**src/rtl/pcnt_pkg.sv**
```systemverilog
// Shared types and constants for the point cloud normalize and transform block.
package pcnt_pkg;

  localparam logic [2:0] REQ_APPEND = 3'd0;
  localparam logic [2:0] REQ_NORM   = 3'd1;
  localparam logic [2:0] REQ_CENTER = 3'd2;
  localparam logic [2:0] REQ_ROTATE = 3'd3;
  localparam logic [2:0] REQ_SHIFT  = 3'd4;
  localparam logic [2:0] REQ_READ   = 3'd5;

  typedef enum logic [3:0] {
    ST_IDLE,
    ST_READ,
    ST_OUT,
    ST_SCAN,
    ST_DIV,
    ST_APPLY,
    ST_MUL1,
    ST_MUL2,
    ST_WRITE,
    ST_SETUP
  } state_t;

  typedef enum logic [1:0] {
    OP_NORM,
    OP_CENTER,
    OP_ROTATE,
    OP_SHIFT
  } op_t;

  function automatic logic signed [31:0] sat32(input logic signed [65:0] v);
    if (v > 66'sd2147483647) begin
      return 32'sh7fffffff;
    end else if (v < -66'sd2147483648) begin
      return 32'sh80000000;
    end
    return v[31:0];
  endfunction

  function automatic logic signed [31:0] rnd14(input logic signed [65:0] v);
    logic signed [65:0] t;
    t = v + 66'sd8192;
    return sat32(t >>> 14);
  endfunction

endpackage

```
**src/rtl/pcnt_div.sv**
```systemverilog
// Iterative signed divider, one quotient bit per cycle, truncating toward zero.
module pcnt_div import pcnt_pkg::*; (
  input  logic               clk,
  input  logic               rst,
  input  logic               start,
  input  logic signed [63:0] num,
  input  logic        [63:0] den,
  output logic               done,
  output logic signed [63:0] quo
);

  logic [63:0] rem;
  logic [63:0] q;
  logic [63:0] d;
  logic [6:0]  cnt;
  logic        neg;
  logic        busy;
  logic [64:0] trial;

  assign trial = {rem, q[63]} - {1'b0, d};

  always_ff @(posedge clk) begin
    if (rst) begin
      busy <= 1'b0;
      done <= 1'b0;
    end else begin
      done <= 1'b0;
      if (start) begin
        busy <= 1'b1;
        neg  <= num[63];
        q    <= num[63] ? 64'(-num) : num;
        rem  <= '0;
        d    <= den;
        cnt  <= 7'd64;
      end else if (busy) begin
        if (!trial[64]) begin
          rem <= trial[63:0];
          q   <= {q[62:0], 1'b1};
        end else begin
          rem <= {rem[62:0], q[63]};
          q   <= {q[62:0], 1'b0};
        end
        cnt <= cnt - 7'd1;
        if (cnt == 7'd1) begin
          busy <= 1'b0;
          done <= 1'b1;
        end
      end
    end
  end

  assign quo = neg ? -$signed(q) : $signed(q);

endmodule

```
**config.mk**
```make
export PLATFORM = sky130hd
export DESIGN_NAME = pcnt_div
export DESIGN_NICKNAME = d
export VERILOG_FILES = /design/src/rtl/pcnt_pkg.sv /design/src/rtl/pcnt_div.sv
export SDC_FILE = /design/constraint.sdc
export NUM_CORES = 1
export LEC_CHECK = 0
export BUFFER_PORTS_ARGS = -buffer_cell sky130_fd_sc_hd__buf_2
export CAP_MARGIN = 20
export CORE_MARGIN = 3
export CORE_UTILIZATION = 50
export CTS_CLUSTER_SIZE = 20
export DETAILED_ROUTE_END_ITERATION = 10
export GPL_TIMING_DRIVEN = 0
export PLACE_DENSITY_LB_ADDON = 0.3
export SETUP_SLACK_MARGIN = 0.3
export SLEW_MARGIN = 25
export SYNTH_ARGS = -nofsm -noshare
export SYNTH_HDL_FRONTEND = slang
export SYNTH_SLANG_ARGS = --single-unit
```
**constraint.sdc**
```tcl
create_clock -name clk -period 8.8 [get_ports clk]
set_input_delay 1.76 -clock clk [delete_from_list [all_inputs] [get_ports clk]]
set_output_delay 1.76 -clock clk [all_outputs]
set_load 0.05 [all_outputs]
```
# After elaboration in Yosys (flattened, before gate mapping)
# Cells that the tools add are included.
# classes
add_sub_neg	4
n_eq_ne	1
mux	12
bitwise	2
n_reduce_logical	4
# op_table
op	n
64-bit 2-to-1 mux	6
64-bit negation	2
65-bit by 64-bit subtractor with 65-bit output	1
7-bit by 1-bit equality test with 1-bit output, second input constant	1
7-bit 2-to-1 mux	1
7-bit by 1-bit subtractor with 7-bit output, second input constant	1
1-bit 2-to-1 mux	5
2-bit AND reduction	2
3-bit OR reduction	1
1-bit NOT	2
2-bit nonzero test	1
# word_totals
reg_bits	202
input_bits	131
output_inout_bits	65
elab_cells	30

# Longest topological paths before layout
# logic_depth
word_depth	4
depth_mapped	15
ltp_nobuf	13

# Worst setup path before layout
# Ideal clock, no wire load.
# synth_path
path_kind	input to register
from	in start
to	reg cnt[0] (enable)
arrival_time_ns	7.991
required_time_ns	8.168
setup_slack_ns	0.177
stages	4
path_buffers	2
cell_sequence	clkbuf_1 -> clkbuf_1 -> nor2_1 -> nor2_1
# synth_between
elab_chain_len	2
# synth_lines
element	line	source
from (decl)	pcnt_div.sv:5	input logic start,
2-bit nonzero test (no source line)	n/a	
2-bit AND reduction (no source line)	n/a	
to (signal assigned)	pcnt_div.sv:43	cnt <= cnt - 7'd1;
to (decl)	pcnt_div.sv:15	logic [6:0] cnt;
# Every way passes these cells.
# A chain may end at the register's enable or synchronous reset.

# Worst setup path in the final report
# layout_path
from	reg q[6]
to	out quo[59]
# layout_between
elab_chain_len	2
# layout_lines
element	line	source
from (decl)	pcnt_div.sv:13	logic [63:0] q;
from (signal assigned)	pcnt_div.sv:31	q <= num[63] ? 64'(-num) : num;
from (signal assigned)	pcnt_div.sv:38	q <= {q[62:0], 1'b1};
from (signal assigned)	pcnt_div.sv:41	q <= {q[62:0], 1'b0};
64-bit negation	pcnt_div.sv:52	assign quo = neg ? -$signed(q) : $signed(q);
64-bit 2-to-1 mux	pcnt_div.sv:52	
to (decl)	pcnt_div.sv:9	output logic signed [63:0] quo
# Every way passes these cells.

==> impl_metrics.tcl <==
set metrics [dict create \
    status "finished clean" \
    crit_start "q[6]" \
    finalHoldViolations 0 \
    nFillCells 2514 \
    ys.flop_type "edfxtp_1" \
    arrival_ps 4810 \
    root_buffer "clkbuf_16" \
    tightest_slew_ps 1040 \
    critPathTopFamily "simple AND/OR/NAND/NOR gates" \
    synth.avg_cell_area_sq_um 9.32 \
    layout-drive-gt1-share_pct 15.1 \
    critical_path_class "reg -> out" \
    crit_top_cell "nor4_1" \
    end_kind "output pin" \
    yosysSeqAreaShare_pct 41.3 \
    placed_area_sq_um 16300 \
    area_growth_pct 17.3 \
    grt_max_degree 28 \
    design_area_sq_um 17200 \
    cts.hold.buffers_added 0 \
    ff_latch_area_sq_um 6050 \
    cp_max_fo 7 \
    fin_util_pct 60.6 \
    die-height_microns 177 \
    r2r_start "q[63]" \
    drv_cap 0 \
    maxSlewHeadroom_pct 30.8 \
    period_minus_slack_ps 6570 \
    routed_wl_microns 42000 \
    setup_viol 0 \
    cts_sinks 202 \
    core-area_sq_um 28300 \
    synth_edf_count 200 \
    die_x_microns 177 \
    gp_congestion 0.950 \
    slew_violations 0 \
    r2r_cells 15 \
    reg2reg_slack_ps 3420 \
    synth_area_sq_um 14600 \
    numCtsBuffers 24 \
    rsz0062_at_grt "no" \
    numPortBuffers 195 \
    post_cts_buffers 0 \
    path_buf_inv 1 \
    cpPeakStageDelay_ps 610 \
    dieArea_sq_um 31300 \
    first_pass_iters 5 \
    crit_path_top_delay_cell "or4_4" \
    crit_path_end "quo[59]" \
    ys.warnings.count 0 \
    num_io_pins 196 \
    nNetsFinal 2000 \
    r2r_end "rem[6]" \
    skew_ps 23.6 \
    grt_antenna_before_repair 2 \
    cellLeakagePower_uw 0.00682 \
    netlist_instances 1570 \
    grt_pass1_wl_microns 65200 \
    insertion_delay_ps 540 \
    ys_ff_latch 202 \
    clockBufferDepth 3 \
    crit_required_ps 7040 \
    drc 0 \
    synth_cell_types 66 \
    cts_tree "built" \
    hold_path.class "reg -> reg" \
    grt_pass1_vias 12400 \
    grt_usage_pct 25.9 \
    h-tree-depth 1 \
    synthArstFlopShare_pct 0 \
    cts_resized 0 \
    wl_per_cell_microns 19.1 \
    grt_overflow_total 0 \
    start_util_pct 51.7 \
    ir_worst_vdd_v 0.000171 \
    vias 13000 \
    worst-path-stages 10 \
    worst_setup_path_start_kind "flip-flop" \
    final_cell_mix "edfxtp_1, buf_2, nor2_1, a21oi_1, inv_1" \
    multi_input_area_sq_um 7920 \
    clk_pin_slew_ps 60 \
    period_share_pct 74.7 \
    detail-route-antenna-nets 0 \
    path_cells "or4_4, nor4_1, nand2_1, nor4_1, nand3_1, or3_1, or4_1, o31ai_1, xnor2_1, buf_2" \
    p_total_uw 3490 \
    syn_nets 1770 \
    tns_ps 0 \
    rows 61 \
    via_per_inst 5.91 \
    power_density_nw_per_um2 203 \
    layout_commonest_cell "edfxtp_1" \
    min_from "busy" \
    drtIter0Drc 1313 \
    dpl.hpwl_microns 31900 \
    fmax_mhz 152 \
]
==> metal layers <==
layer / part of all wire [%] / track usage, % / routed length, microns
met4: 3.3 / 9.10 / 1390
met2: 46 / 41.0 / 19300
met5: 0 / 0 / 0
met1: 43 / 36.3 / 18200
met3: 7.5 / 4.08 / 3130
==> report_power, final <==
group / internal [uW] / total [uW] / switching (uW)
logic: 425 / 1190 / 762
clock network: 645 / 1060 / 419
registers: 1180 / 1240 / 58.5
==> kinds of logic (layout without fill, tap and decap cells) <==
family | count (synthesis) | count (layout) | share of synthesized area [%]
compound gates | 423 | 423 | 18.1
xor+xnor | 179 | 179 | 10.7
fa+ha+maj | 69 | 69 | 5.95
buf+inv | 180 | 428 | 4.66
flops | 202 | 202 | 41.3
mux | 50 | 50 | 3.46
other cells | 0 | 2 | 0
simple gates | 467 | 467 | 15.8
==> per-stage QoR <==
step	worst slack, ps	hold slack [ps]	instances
4_1_cts	2260	522	2196
6_report	2230	515	2198
3_3_place_gp	53.7	501	2143
3_5_place_dp	2850	508	2152
5_1_grt	1990	532	2198
2_1_floorplan	2460	460	1570
==> worst min path at each step <==
stage | end | slack (ps) | cells after the start
after global placement | done | 500 | 1
after detailed placement | done | 510 | 1
after CTS | done | 520 | 1
after global routing | done | 530 | 1
final | done | 510 | 1
after floorplan | done | 460 | 1
==> synth_stat cells (38+ instances only) <==
cell      instances  area [sq um]
inv_1            99           372
clkbuf_1         70           263
edfxtp_1        200          6010
o31ai_1          38           285
nand2_1          87           327
xnor2_1          98           858
o21ai_0          86           430
nor2_1          184           691
xor2_1           81           709
mux2i_1          46           460
a21oi_1         150           751
ha_1             68           851
==> layout make-up <==
| class | instances | area share, % |
|---|---|---|
| well taps | 378 | 2.76 |
| flip-flops and latches | 202 | 35.2 |
| multi-input cells | 1188 | 46.1 |
| diodes | 2 | 0.0292 |
| repair buffers | 204 | 6.97 |
| clock inverters | 15 | 1.14 |
| plain buffers | 81 | 1.81 |
| clock buffers | 29 | 3.78 |
| inverters | 99 | 2.17 |
==> state kept, by name, summed over array words and instances (netlist names) <==
| register | flops |
|---|---|
| d | 64 |
| q | 64 |
| rem | 64 |
| cnt | 7 |
| busy | 1 |
| done | 1 |
| neg | 1 |
No activity file was read; power rests on OpenSTA's default activity.
